$ cat config.mk
export PLATFORM = sky130hd
export DESIGN_NAME = deadzone_lookahead_follow
export DESIGN_NICKNAME = d
export VERILOG_FILES = /design/src/rtl/core/dlf_pkg.sv /design/src/rtl/core/deadzone_lookahead_follow.sv /design/src/rtl/core/dlf_datapath.sv
export SDC_FILE = /design/constraint.sdc
export NUM_CORES = 2
export LEC_CHECK = 0
export ABC_AREA = 0
export BUFFER_PORTS_ARGS = -buffer_cell sky130_fd_sc_hd__buf_2
export CAP_MARGIN = 5
export CORE_MARGIN = 5
export CORE_UTILIZATION = 40
export DETAILED_ROUTE_END_ITERATION = 10
export PLACE_DENSITY = 0.63
export RECOVER_POWER = 100
export SYNTH_ARGS = -nofsm -noshare
export SYNTH_HDL_FRONTEND = slang
export SYNTH_HIERARCHICAL = 1
export SYNTH_SLANG_ARGS = --single-unit
$ cat constraint.sdc
create_clock -name clk_i -period 13.8 [get_ports clk_i]
set_clock_uncertainty 0.15 [all_clocks]
set_input_delay 2.07 -clock clk_i [delete_from_list [all_inputs] [get_ports clk_i]]
set_output_delay 2.07 -clock clk_i [all_outputs]
set_load 0.005 [all_outputs]
$ cat src/rtl/core/dlf_pkg.sv
package dlf_pkg;

  // field and datapath widths
  localparam int POS_W      = 32;
  localparam int DZ_W       = 31;
  localparam int RATE_W     = 16;
  localparam int DT_W       = 16;
  localparam int CFG_AW     = 3;
  localparam int CFG_DW     = 32;
  localparam int IN_DATA_W  = 2 * POS_W + DT_W;
  localparam int OUT_DATA_W = 2 * POS_W;

  // difference register: clamp error plus look-ahead needs two extra bits
  localparam int D_W      = POS_W + 2;
  // blend fraction rate * dt, unsigned Q8.24
  localparam int T_W      = RATE_W + DT_W;
  localparam int T_HALF   = T_W / 2;
  // multiplier: signed difference by a zero-extended 16-bit digit
  localparam int MB_W     = T_HALF + 1;
  localparam int P_W      = D_W + MB_W;
  localparam int ACC_W    = D_W + T_W + 1;
  localparam int RND_POS  = 24;
  localparam int SUM_W    = ACC_W - RND_POS + 1;

  localparam logic signed [ACC_W-1:0] ACC_RND = ACC_W'(1) <<< (RND_POS - 1);

  // microprogram size
  localparam int STEP_W   = 5;
  localparam int PROG_LEN = 17;

  // configuration register indexes
  typedef enum logic [CFG_AW-1:0] {
    CFG_SMOOTH   = 3'd0,
    CFG_LA_RATE  = 3'd1,
    CFG_LA_DIST  = 3'd2,
    CFG_DZ_X     = 3'd3,
    CFG_DZ_Y     = 3'd4,
    CFG_OFFSET_X = 3'd5,
    CFG_OFFSET_Y = 3'd6
  } cfg_reg_e;

  typedef enum logic [1:0] {
    ST_IDLE,
    ST_RUN,
    ST_DONE
  } state_e;

  // multiplier operand pair
  typedef enum logic [2:0] {
    MUL_NONE,
    MUL_RATE_S,
    MUL_RATE_L,
    MUL_TS_LO,
    MUL_TS_HI,
    MUL_TL_LO,
    MUL_TL_HI
  } mul_sel_e;

  typedef enum logic [1:0] {
    ACC_HOLD,
    ACC_LOAD,
    ACC_ADD
  } acc_op_e;

  // difference register update
  typedef enum logic [2:0] {
    DF_HOLD,
    DF_LA,
    DF_ERR_X,
    DF_ERR_Y,
    DF_DZ_X,
    DF_DZ_Y,
    DF_ADD_LA
  } diff_op_e;

  // result register write
  typedef enum logic [2:0] {
    WR_NONE,
    WR_TGT,
    WR_TS,
    WR_TL,
    WR_LA,
    WR_FX,
    WR_FY
  } wr_sel_e;

  typedef enum logic [1:0] {
    JMP_NEXT,
    JMP_SNAP,
    JMP_DONE
  } jump_e;

  typedef struct packed {
    mul_sel_e mul;
    acc_op_e  acc;
    diff_op_e diff;
    wr_sel_e  wr;
    jump_e    jump;
  } ctrl_word_t;

  localparam ctrl_word_t CW_IDLE = '{MUL_NONE, ACC_HOLD, DF_HOLD, WR_NONE, JMP_NEXT};

  // control store: one word per step
  function automatic ctrl_word_t ucode(input logic [STEP_W-1:0] step);
    ctrl_word_t cw;
    cw = CW_IDLE;
    case (step)
      // saturated target plus offset, snap when smoothing is off
      5'd0:  cw = '{MUL_NONE,   ACC_HOLD, DF_HOLD,   WR_TGT,  JMP_SNAP};
      // blend fractions
      5'd1:  cw = '{MUL_RATE_S, ACC_HOLD, DF_HOLD,   WR_NONE, JMP_NEXT};
      5'd2:  cw = '{MUL_RATE_L, ACC_HOLD, DF_LA,     WR_TS,   JMP_NEXT};
      5'd3:  cw = '{MUL_NONE,   ACC_HOLD, DF_HOLD,   WR_TL,   JMP_NEXT};
      // look-ahead easing
      5'd4:  cw = '{MUL_TL_LO,  ACC_HOLD, DF_HOLD,   WR_NONE, JMP_NEXT};
      5'd5:  cw = '{MUL_TL_HI,  ACC_LOAD, DF_HOLD,   WR_NONE, JMP_NEXT};
      5'd6:  cw = '{MUL_NONE,   ACC_ADD,  DF_HOLD,   WR_NONE, JMP_NEXT};
      5'd7:  cw = '{MUL_NONE,   ACC_HOLD, DF_ERR_X,  WR_LA,   JMP_NEXT};
      // horizontal deadzone and follow
      5'd8:  cw = '{MUL_NONE,   ACC_HOLD, DF_DZ_X,   WR_NONE, JMP_NEXT};
      5'd9:  cw = '{MUL_NONE,   ACC_HOLD, DF_ADD_LA, WR_NONE, JMP_NEXT};
      5'd10: cw = '{MUL_TS_LO,  ACC_HOLD, DF_HOLD,   WR_NONE, JMP_NEXT};
      5'd11: cw = '{MUL_TS_HI,  ACC_LOAD, DF_ERR_Y,  WR_NONE, JMP_NEXT};
      // vertical deadzone and follow
      5'd12: cw = '{MUL_NONE,   ACC_ADD,  DF_DZ_Y,   WR_NONE, JMP_NEXT};
      5'd13: cw = '{MUL_TS_LO,  ACC_HOLD, DF_HOLD,   WR_FX,   JMP_NEXT};
      5'd14: cw = '{MUL_TS_HI,  ACC_LOAD, DF_HOLD,   WR_NONE, JMP_NEXT};
      5'd15: cw = '{MUL_NONE,   ACC_ADD,  DF_HOLD,   WR_NONE, JMP_NEXT};
      5'd16: cw = '{MUL_NONE,   ACC_HOLD, DF_HOLD,   WR_FY,   JMP_DONE};
      default: cw = CW_IDLE;
    endcase
    return cw;
  endfunction

  // saturate a wide signed value to the position range
  function automatic logic signed [POS_W-1:0] sat_pos(input logic signed [SUM_W-1:0] v);
    logic signed [POS_W-1:0] r;
    if (v[SUM_W-1:POS_W-1] == '0 || v[SUM_W-1:POS_W-1] == '1) begin
      r = v[POS_W-1:0];
    end else if (v[SUM_W-1]) begin
      r = {1'b1, {(POS_W-1){1'b0}}};
    end else begin
      r = {1'b0, {(POS_W-1){1'b1}}};
    end
    return r;
  endfunction

endpackage

$ cat src/rtl/core/deadzone_lookahead_follow.sv
// a transfer with the target absent goes straight to its result, a zero smoothing rate (snap)
// ends after the first step, and a full update runs a 17-step microprogram around one shared
// 34x17 multiplier; a new item is taken only once the last result has been loaded into the
// output register
// reset: follower, look-ahead, last target and all configuration registers clear to zero
module deadzone_lookahead_follow import dlf_pkg::*; (
  input  logic                  clk_i,
  input  logic                  rst_ni,
  // configuration writes
  input  logic                  cfg_valid_i,
  output logic                  cfg_ready_o,
  input  logic [CFG_AW-1:0]     cfg_addr_i,
  input  logic [CFG_DW-1:0]     cfg_data_i,
  // input items
  input  logic                  s_axis_tvalid,
  output logic                  s_axis_tready,
  input  logic [IN_DATA_W-1:0]  s_axis_tdata,  // target_x, target_y, time_step
  input  logic [0:0]            s_axis_tuser,  // target_present
  // results
  output logic                  m_axis_tvalid,
  input  logic                  m_axis_tready,
  output logic [OUT_DATA_W-1:0] m_axis_tdata,  // pos_x, pos_y
  output logic [0:0]            m_axis_tuser   // target_missing
);

  state_e                  state_q, state_d;
  logic [STEP_W-1:0]       step_q, step_d;
  ctrl_word_t              ctrl;
  logic                    in_xfer, out_load, smooth_zero;
  logic                    ov_q, ov_d;
  logic                    miss_q, out_miss_q;
  logic signed [POS_W-1:0] pos_x, pos_y, out_x_q, out_y_q;

  assign cfg_ready_o = 1'b1;
  assign in_xfer     = s_axis_tvalid && s_axis_tready;

  dlf_datapath u_datapath (
    .clk_i         (clk_i),
    .rst_ni        (rst_ni),
    .cfg_we_i      (cfg_valid_i && cfg_ready_o),
    .cfg_addr_i    (cfg_addr_i),
    .cfg_data_i    (cfg_data_i),
    .load_i        (in_xfer),
    .target_x_i    ($signed(s_axis_tdata[POS_W-1:0])),
    .target_y_i    ($signed(s_axis_tdata[2*POS_W-1:POS_W])),
    .time_step_i   (s_axis_tdata[IN_DATA_W-1:2*POS_W]),
    .ctrl_i        (ctrl),
    .smooth_zero_o (smooth_zero),
    .pos_x_o       (pos_x),
    .pos_y_o       (pos_y)
  );

  // next state
  always_comb begin
    state_d = state_q;
    case (state_q)
      ST_IDLE: begin
        if (in_xfer) begin
          state_d = s_axis_tuser[0] ? ST_RUN : ST_DONE;
        end
      end
      ST_RUN: begin
        if (ctrl.jump == JMP_DONE || (ctrl.jump == JMP_SNAP && smooth_zero)) begin
          state_d = ST_DONE;
        end
      end
      ST_DONE: begin
        if (!ov_q || m_axis_tready) begin
          state_d = ST_IDLE;
        end
      end
      default: state_d = ST_IDLE;
    endcase
  end

  // sequencer outputs
  always_comb begin
    ctrl          = CW_IDLE;
    step_d        = '0;
    out_load      = 1'b0;
    s_axis_tready = 1'b0;
    case (state_q)
      ST_IDLE: s_axis_tready = 1'b1;
      ST_RUN: begin
        ctrl   = ucode(step_q);
        step_d = step_q + 1'b1;
      end
      ST_DONE: out_load = !ov_q || m_axis_tready;
      default: ;
    endcase
  end

  // output register valid
  always_comb begin
    ov_d = ov_q;
    if (out_load) begin
      ov_d = 1'b1;
    end else if (m_axis_tready) begin
      ov_d = 1'b0;
    end
  end

  always_ff @(posedge clk_i or negedge rst_ni) begin
    if (!rst_ni) begin
      state_q <= ST_IDLE;
      step_q  <= '0;
      ov_q    <= 1'b0;
    end else begin
      state_q <= state_d;
      step_q  <= step_d;
      ov_q    <= ov_d;
    end
  end

  // result payload
  always_ff @(posedge clk_i) begin
    if (in_xfer) begin
      miss_q <= !s_axis_tuser[0];
    end
    if (out_load) begin
      out_x_q    <= pos_x;
      out_y_q    <= pos_y;
      out_miss_q <= miss_q;
    end
  end

  assign m_axis_tvalid   = ov_q;
  assign m_axis_tdata    = {out_y_q, out_x_q};
  assign m_axis_tuser[0] = out_miss_q;

  // an absent target skips the program
  a_absent_skips: assert property (@(posedge clk_i) disable iff (!rst_ni)
    (in_xfer && !s_axis_tuser[0]) |=> (state_q == ST_DONE))
    else $error("absent target did not go straight to result");

  // the step counter never leaves the program
  a_step_range: assert property (@(posedge clk_i) disable iff (!rst_ni)
    (state_q == ST_RUN) |-> (step_q < STEP_W'(PROG_LEN)))
    else $error("step counter ran past the program");

  // zero smoothing ends after the first step
  a_snap_exit: assert property (@(posedge clk_i) disable iff (!rst_ni)
    (state_q == ST_RUN && step_q == '0 && smooth_zero) |=> (state_q == ST_DONE))
    else $error("snap did not finish after the first step");

endmodule

$ cat src/rtl/core/dlf_datapath.sv
module dlf_datapath import dlf_pkg::*; (
  input  logic                    clk_i,
  input  logic                    rst_ni,
  input  logic                    cfg_we_i,
  input  logic [CFG_AW-1:0]       cfg_addr_i,
  input  logic [CFG_DW-1:0]       cfg_data_i,
  input  logic                    load_i,
  input  logic signed [POS_W-1:0] target_x_i,
  input  logic signed [POS_W-1:0] target_y_i,
  input  logic [DT_W-1:0]         time_step_i,
  input  ctrl_word_t              ctrl_i,
  output logic                    smooth_zero_o,
  output logic signed [POS_W-1:0] pos_x_o,
  output logic signed [POS_W-1:0] pos_y_o
);

  // configuration registers
  logic [RATE_W-1:0]       smooth_q, la_rate_q;
  logic [DZ_W-1:0]         la_dist_q, dz_x_q, dz_y_q;
  logic signed [POS_W-1:0] off_x_q, off_y_q;

  // follower state
  logic signed [POS_W-1:0] fx_q, fy_q, last_x_q, last_y_q, la_q;

  // working registers
  logic signed [POS_W-1:0] tx_q, ty_q, tpx_q, tpy_q;
  logic [DT_W-1:0]         dt_q;
  logic [T_W-1:0]          ts_q, tl_q;
  logic signed [P_W-1:0]   prod_q;
  logic signed [ACC_W-1:0] acc_q;
  logic signed [D_W-1:0]   d_q, d_d;

  logic signed [SUM_W-1:0] sum_x, sum_y, blend_sum;
  logic signed [POS_W-1:0] tpx_new, tpy_new, blend_a, blend_res;
  logic signed [D_W-1:0]   mul_a, want, dist_s, dzx_s, dzy_s;
  logic signed [MB_W-1:0]  mul_b;
  logic signed [P_W-1:0]   prod_c;

  // cut an error down to the part outside the deadzone
  function automatic logic signed [D_W-1:0] dz_cut(input logic signed [D_W-1:0] e,
                                                   input logic signed [D_W-1:0] dz);
    logic signed [D_W-1:0] r;
    if (e > dz) begin
      r = e - dz;
    end else if (e < -dz) begin
      r = e + dz;
    end else begin
      r = '0;
    end
    return r;
  endfunction

  // configuration writes
  always_ff @(posedge clk_i or negedge rst_ni) begin
    if (!rst_ni) begin
      smooth_q  <= '0;
      la_rate_q <= '0;
      la_dist_q <= '0;
      dz_x_q    <= '0;
      dz_y_q    <= '0;
      off_x_q   <= '0;
      off_y_q   <= '0;
    end else if (cfg_we_i) begin
      case (cfg_reg_e'(cfg_addr_i))
        CFG_SMOOTH:   smooth_q  <= cfg_data_i[RATE_W-1:0];
        CFG_LA_RATE:  la_rate_q <= cfg_data_i[RATE_W-1:0];
        CFG_LA_DIST:  la_dist_q <= cfg_data_i[DZ_W-1:0];
        CFG_DZ_X:     dz_x_q    <= cfg_data_i[DZ_W-1:0];
        CFG_DZ_Y:     dz_y_q    <= cfg_data_i[DZ_W-1:0];
        CFG_OFFSET_X: off_x_q   <= $signed(cfg_data_i[POS_W-1:0]);
        CFG_OFFSET_Y: off_y_q   <= $signed(cfg_data_i[POS_W-1:0]);
        default: ;
      endcase
    end
  end

  assign smooth_zero_o = (smooth_q == '0);

  // target plus offset, saturated
  assign sum_x   = SUM_W'(tx_q) + SUM_W'(off_x_q);
  assign sum_y   = SUM_W'(ty_q) + SUM_W'(off_y_q);
  assign tpx_new = sat_pos(sum_x);
  assign tpy_new = sat_pos(sum_y);

  // shared multiplier operands
  always_comb begin
    mul_a = '0;
    mul_b = '0;
    case (ctrl_i.mul)
      MUL_RATE_S: begin
        mul_a = D_W'($signed({1'b0, smooth_q}));
        mul_b = $signed({1'b0, dt_q});
      end
      MUL_RATE_L: begin
        mul_a = D_W'($signed({1'b0, la_rate_q}));
        mul_b = $signed({1'b0, dt_q});
      end
      MUL_TS_LO: begin
        mul_a = d_q;
        mul_b = $signed({1'b0, ts_q[T_HALF-1:0]});
      end
      MUL_TS_HI: begin
        mul_a = d_q;
        mul_b = $signed({1'b0, ts_q[T_W-1:T_HALF]});
      end
      MUL_TL_LO: begin
        mul_a = d_q;
        mul_b = $signed({1'b0, tl_q[T_HALF-1:0]});
      end
      MUL_TL_HI: begin
        mul_a = d_q;
        mul_b = $signed({1'b0, tl_q[T_W-1:T_HALF]});
      end
      default: ;
    endcase
  end

  assign prod_c = P_W'(mul_a) * P_W'(mul_b);

  // blend: base plus rounded scaled difference
  always_comb begin
    case (ctrl_i.wr)
      WR_FX:   blend_a = fx_q;
      WR_FY:   blend_a = fy_q;
      default: blend_a = la_q;
    endcase
  end

  assign blend_sum = SUM_W'(blend_a) + SUM_W'($signed(acc_q[ACC_W-1:RND_POS]));
  assign blend_res = sat_pos(blend_sum);

  // difference register
  assign dist_s = D_W'($signed({1'b0, la_dist_q}));
  assign dzx_s  = D_W'($signed({1'b0, dz_x_q}));
  assign dzy_s  = D_W'($signed({1'b0, dz_y_q}));

  always_comb begin
    if (tpx_q > last_x_q) begin
      want = dist_s;
    end else if (tpx_q < last_x_q) begin
      want = -dist_s;
    end else begin
      want = '0;
    end
  end

  always_comb begin
    case (ctrl_i.diff)
      DF_LA:     d_d = want - D_W'(la_q);
      DF_ERR_X:  d_d = D_W'(tpx_q) - D_W'(fx_q);
      DF_ERR_Y:  d_d = D_W'(tpy_q) - D_W'(fy_q);
      DF_DZ_X:   d_d = dz_cut(d_q, dzx_s);
      DF_DZ_Y:   d_d = dz_cut(d_q, dzy_s);
      DF_ADD_LA: d_d = d_q + D_W'(la_q);
      default:   d_d = d_q;
    endcase
  end

  // working registers
  always_ff @(posedge clk_i) begin
    if (load_i) begin
      tx_q <= target_x_i;
      ty_q <= target_y_i;
      dt_q <= time_step_i;
    end
    if (ctrl_i.wr == WR_TGT) begin
      tpx_q <= tpx_new;
      tpy_q <= tpy_new;
    end
    if (ctrl_i.wr == WR_TS) begin
      ts_q <= prod_q[T_W-1:0];
    end
    if (ctrl_i.wr == WR_TL) begin
      tl_q <= prod_q[T_W-1:0];
    end
    if (ctrl_i.mul != MUL_NONE) begin
      prod_q <= prod_c;
    end
    case (ctrl_i.acc)
      ACC_LOAD: acc_q <= ACC_W'(prod_q) + ACC_RND;
      ACC_ADD:  acc_q <= acc_q + (ACC_W'(prod_q) <<< T_HALF);
      default:  ;
    endcase
    d_q <= d_d;
  end

  // follower state
  always_ff @(posedge clk_i or negedge rst_ni) begin
    if (!rst_ni) begin
      fx_q     <= '0;
      fy_q     <= '0;
      last_x_q <= '0;
      last_y_q <= '0;
      la_q     <= '0;
    end else begin
      case (ctrl_i.wr)
        WR_TGT: begin
          if (smooth_zero_o) begin
            fx_q <= tpx_new;
            fy_q <= tpy_new;
          end
        end
        WR_LA: begin
          la_q     <= blend_res;
          last_x_q <= tpx_q;
          last_y_q <= tpy_q;
        end
        WR_FX: fx_q <= blend_res;
        WR_FY: fy_q <= blend_res;
        default: ;
      endcase
    end
  end

  assign pos_x_o = fx_q;
  assign pos_y_o = fy_q;

endmodule

==> flow_metrics.py <==
metrics = {
    "synth": {
        "synth_fp_nets": 9497,
        "yosys_warnings": 6,
        "synth_area_um2": 73800,
        "synthCells": 8207,
        "avgSynthCellArea_um2": 8.99,
    },
    "layout": {
        "fin_nets": 9551,
        "area_growth_pct": 8.96,
        "final-seq-area_um2": 20400,
        "final_cells": 10807,
        "multiInputGateArea_um2": 48500,
        "final_layout_size_suffix_gt1_frac": 0.0725,
        "layout_common_cells": "976 x inv_1, 937 x nand2_1, 640 x ha_1",
        "final_core_util": 0.439,
        "largestRegisters": "u_datapath/acc_q: 51 flops, u_datapath/prod_q: 51 flops, u_datapath/d_q: 34 flops",
        "final_common_cell": "inv_1",
        "n_fill_cell": 17935,
    },
    "setup_path": {
        "cp_slowest_cell": "a2111oi_1",
        "r2r_start": "step_q[0]$_DFF_PN0_",
        "start_kind": "flop",
        "cpPeakStageDelay_ns": 1.18,
        "r2r_end": "u_datapath/prod_q[50]$_DFFE_PP_",
        "path_max_fanout": 20,
        "arrival_ns": 12.87,
        "reg2reg_depth": 33,
        "cp-end-kind": "flop",
        "crit_type": "reg2reg",
        "r2r_slack_ns": 1.23,
        "cp_common_cell": "fa_1",
        "cp.required_ns": 14.10,
    },
    "sta": {
        "slew_headroom": -2.97,
        "setup_viol": 0,
        "maxSlewViolCount": 1330,
        "rsz0062_at_grt": "false",
        "layout_min_cycle_time_ns": 12.57,
        "fin_crit_sh": 0.911,
        "max_clock_freq_ghz": 0.0796,
        "worstMarginPinSlew_ns": 5.96,
        "setup_tns_ns": 0,
        "hold_viol_final": 0,
    },
    "power_and_ir_drop": {
        "ir_worst_vdd_mv": 0.155,
        "power_density_nw_per_um2": 185,
        "leakage_nw": 34.7,
    },
    "clock_network": {
        "clk_pin_slew_ns": 0.06,
        "cts-root-buf": "clkbuf_16",
        "clock_path_buffers": 3,
        "cts_resized": 0,
        "cts_tree": "yes",
        "numCtsBuffers": 89,
        "post_cts_buffers": 0,
        "clkLatencyLatePin_ns": 0.74,
        "htreeDepth": 3,
        "cts_sinks": 735,
        "holdBufCountCts": 0,
    },
    "floorplanning": {
        "core_area_um2": 183000,
        "die_h_um": 440,
        "die-area_um2": 193000,
        "initial_core_util": 0.403,
        "dieWidth_um": 440,
        "fp-row-count": 157,
        "io_pins": 189,
    },
    "routing": {
        "drtAntennaViolNets": 0,
        "drcViolationCount": 0,
        "dr.first_iter.drc_count": 6453,
        "vias": 63347,
        "drt-total-wl_um": 270000,
        "routedWlPerCell_um": 25.0,
        "dr.pass1.iters": 7,
        "vias_per_cell": 5.86,
    },
    "outcome": {
        "outcome": "finished with violations",
        "violations": "capacitance limit, slew limit",
    },
    "grt": {
        "track_usage": 0.271,
        "grt_max_degree": 98,
        "grt_antenna_before_repair": 20,
        "grt_pass1_wl_um": 395000,
        "grt_pass1_vias": 61900,
        "grt_overflow_total": 0,
    },
    "worst_hold_path": {
        "hp-class": "reg2reg",
        "min_to": "m_axis_tuser$_DFFE_PP_",
        "hold_depth": 0,
        "hold_start": "miss_q$_DFFE_PP_",
    },
    "placed_design": {
        "io_buffers": 187,
        "dp_hpwl_um": 215000,
        "dpl.cell_count": 10633,
        "gp_congestion": 1.00,
    },
    "flow_run": {
        "max-cap-violations": 29,
    },
}
-- power by group --
| group | internal [W] | switching, W |
|---|---|---|
| Combinational | 0.00312 | 0.00552 |
| Clock | 0.00139 | 0.00106 |
| Sequential | 0.00314 | 0.000643 |
| Total | 0.00766 | 0.00722 |
-- worst max-delay path: cells and delay by family, from the launching register on --
kind	cells	cell delay (ns)
AND/OR/NAND/NOR	6	2.03
XOR/XNOR	1	0.11
adder cells (fa/ha/maj)	8	3.03
buffers and inverters	7	1.93
flip-flops	1	0.43
AO/OA/AOI/OAI	11	4.62
-- per-stage QoR --
stage               total power, W  area, um^2  worst slack (ns)  hold WS (ns)
floorplan                  0.00940       73800              4.09         0.250
global placement            0.0121       77700              2.57         0.255
detailed placement          0.0122       77700              2.39         0.259
CTS                         0.0147       80700              2.33         0.274
global route                0.0157       80400             0.891         0.288
finish                      0.0149       80400              1.23         0.273
-- how the worst max path moves through the flow --
stage | depth (start not counted) | start | slack [ns] | to
finish | 33 | step_q[0]$_DFF_PN0_ | 1.23 | u_datapath/prod_q[50]$_DFFE_PP_
floorplan | 37 | step_q[0]$_DFF_PN0_ | 4.09 | u_datapath/prod_q[50]$_DFFE_PP_
CTS | 32 | step_q[1]$_DFF_PN0_ | 2.33 | u_datapath/prod_q[50]$_DFFE_PP_
detailed placement | 32 | step_q[1]$_DFF_PN0_ | 2.39 | u_datapath/prod_q[50]$_DFFE_PP_
global placement | 33 | step_q[0]$_DFF_PN0_ | 2.57 | u_datapath/prod_q[50]$_DFFE_PP_
global route | 34 | step_q[1]$_DFF_PN0_ | 0.89 | u_datapath/prod_q[50]$_DFFE_PP_
-- layout make-up --
| class | count | area share |
|---|---|---|
| tap | 2464 | 0.0383 |
| inverter | 977 | 0.0456 |
| clock buffer | 114 | 0.0292 |
| antenna | 7 | 0.000218 |
| timing repair buffer | 309 | 0.0205 |
| multi-input combinational | 6149 | 0.604 |
| sequential | 735 | 0.254 |
| clock inverter | 52 | 0.00808 |
-- routing by layer --
metal,wire length (um),global-route usage,up-vias
met2,121000,0.425,2774
met5,33,0,-
met3,22500,0.0466,607
met1,109000,0.361,31362
li1,-,-,28600
met4,16800,0.137,4
No activity file was read; power rests on OpenSTA's default activity.
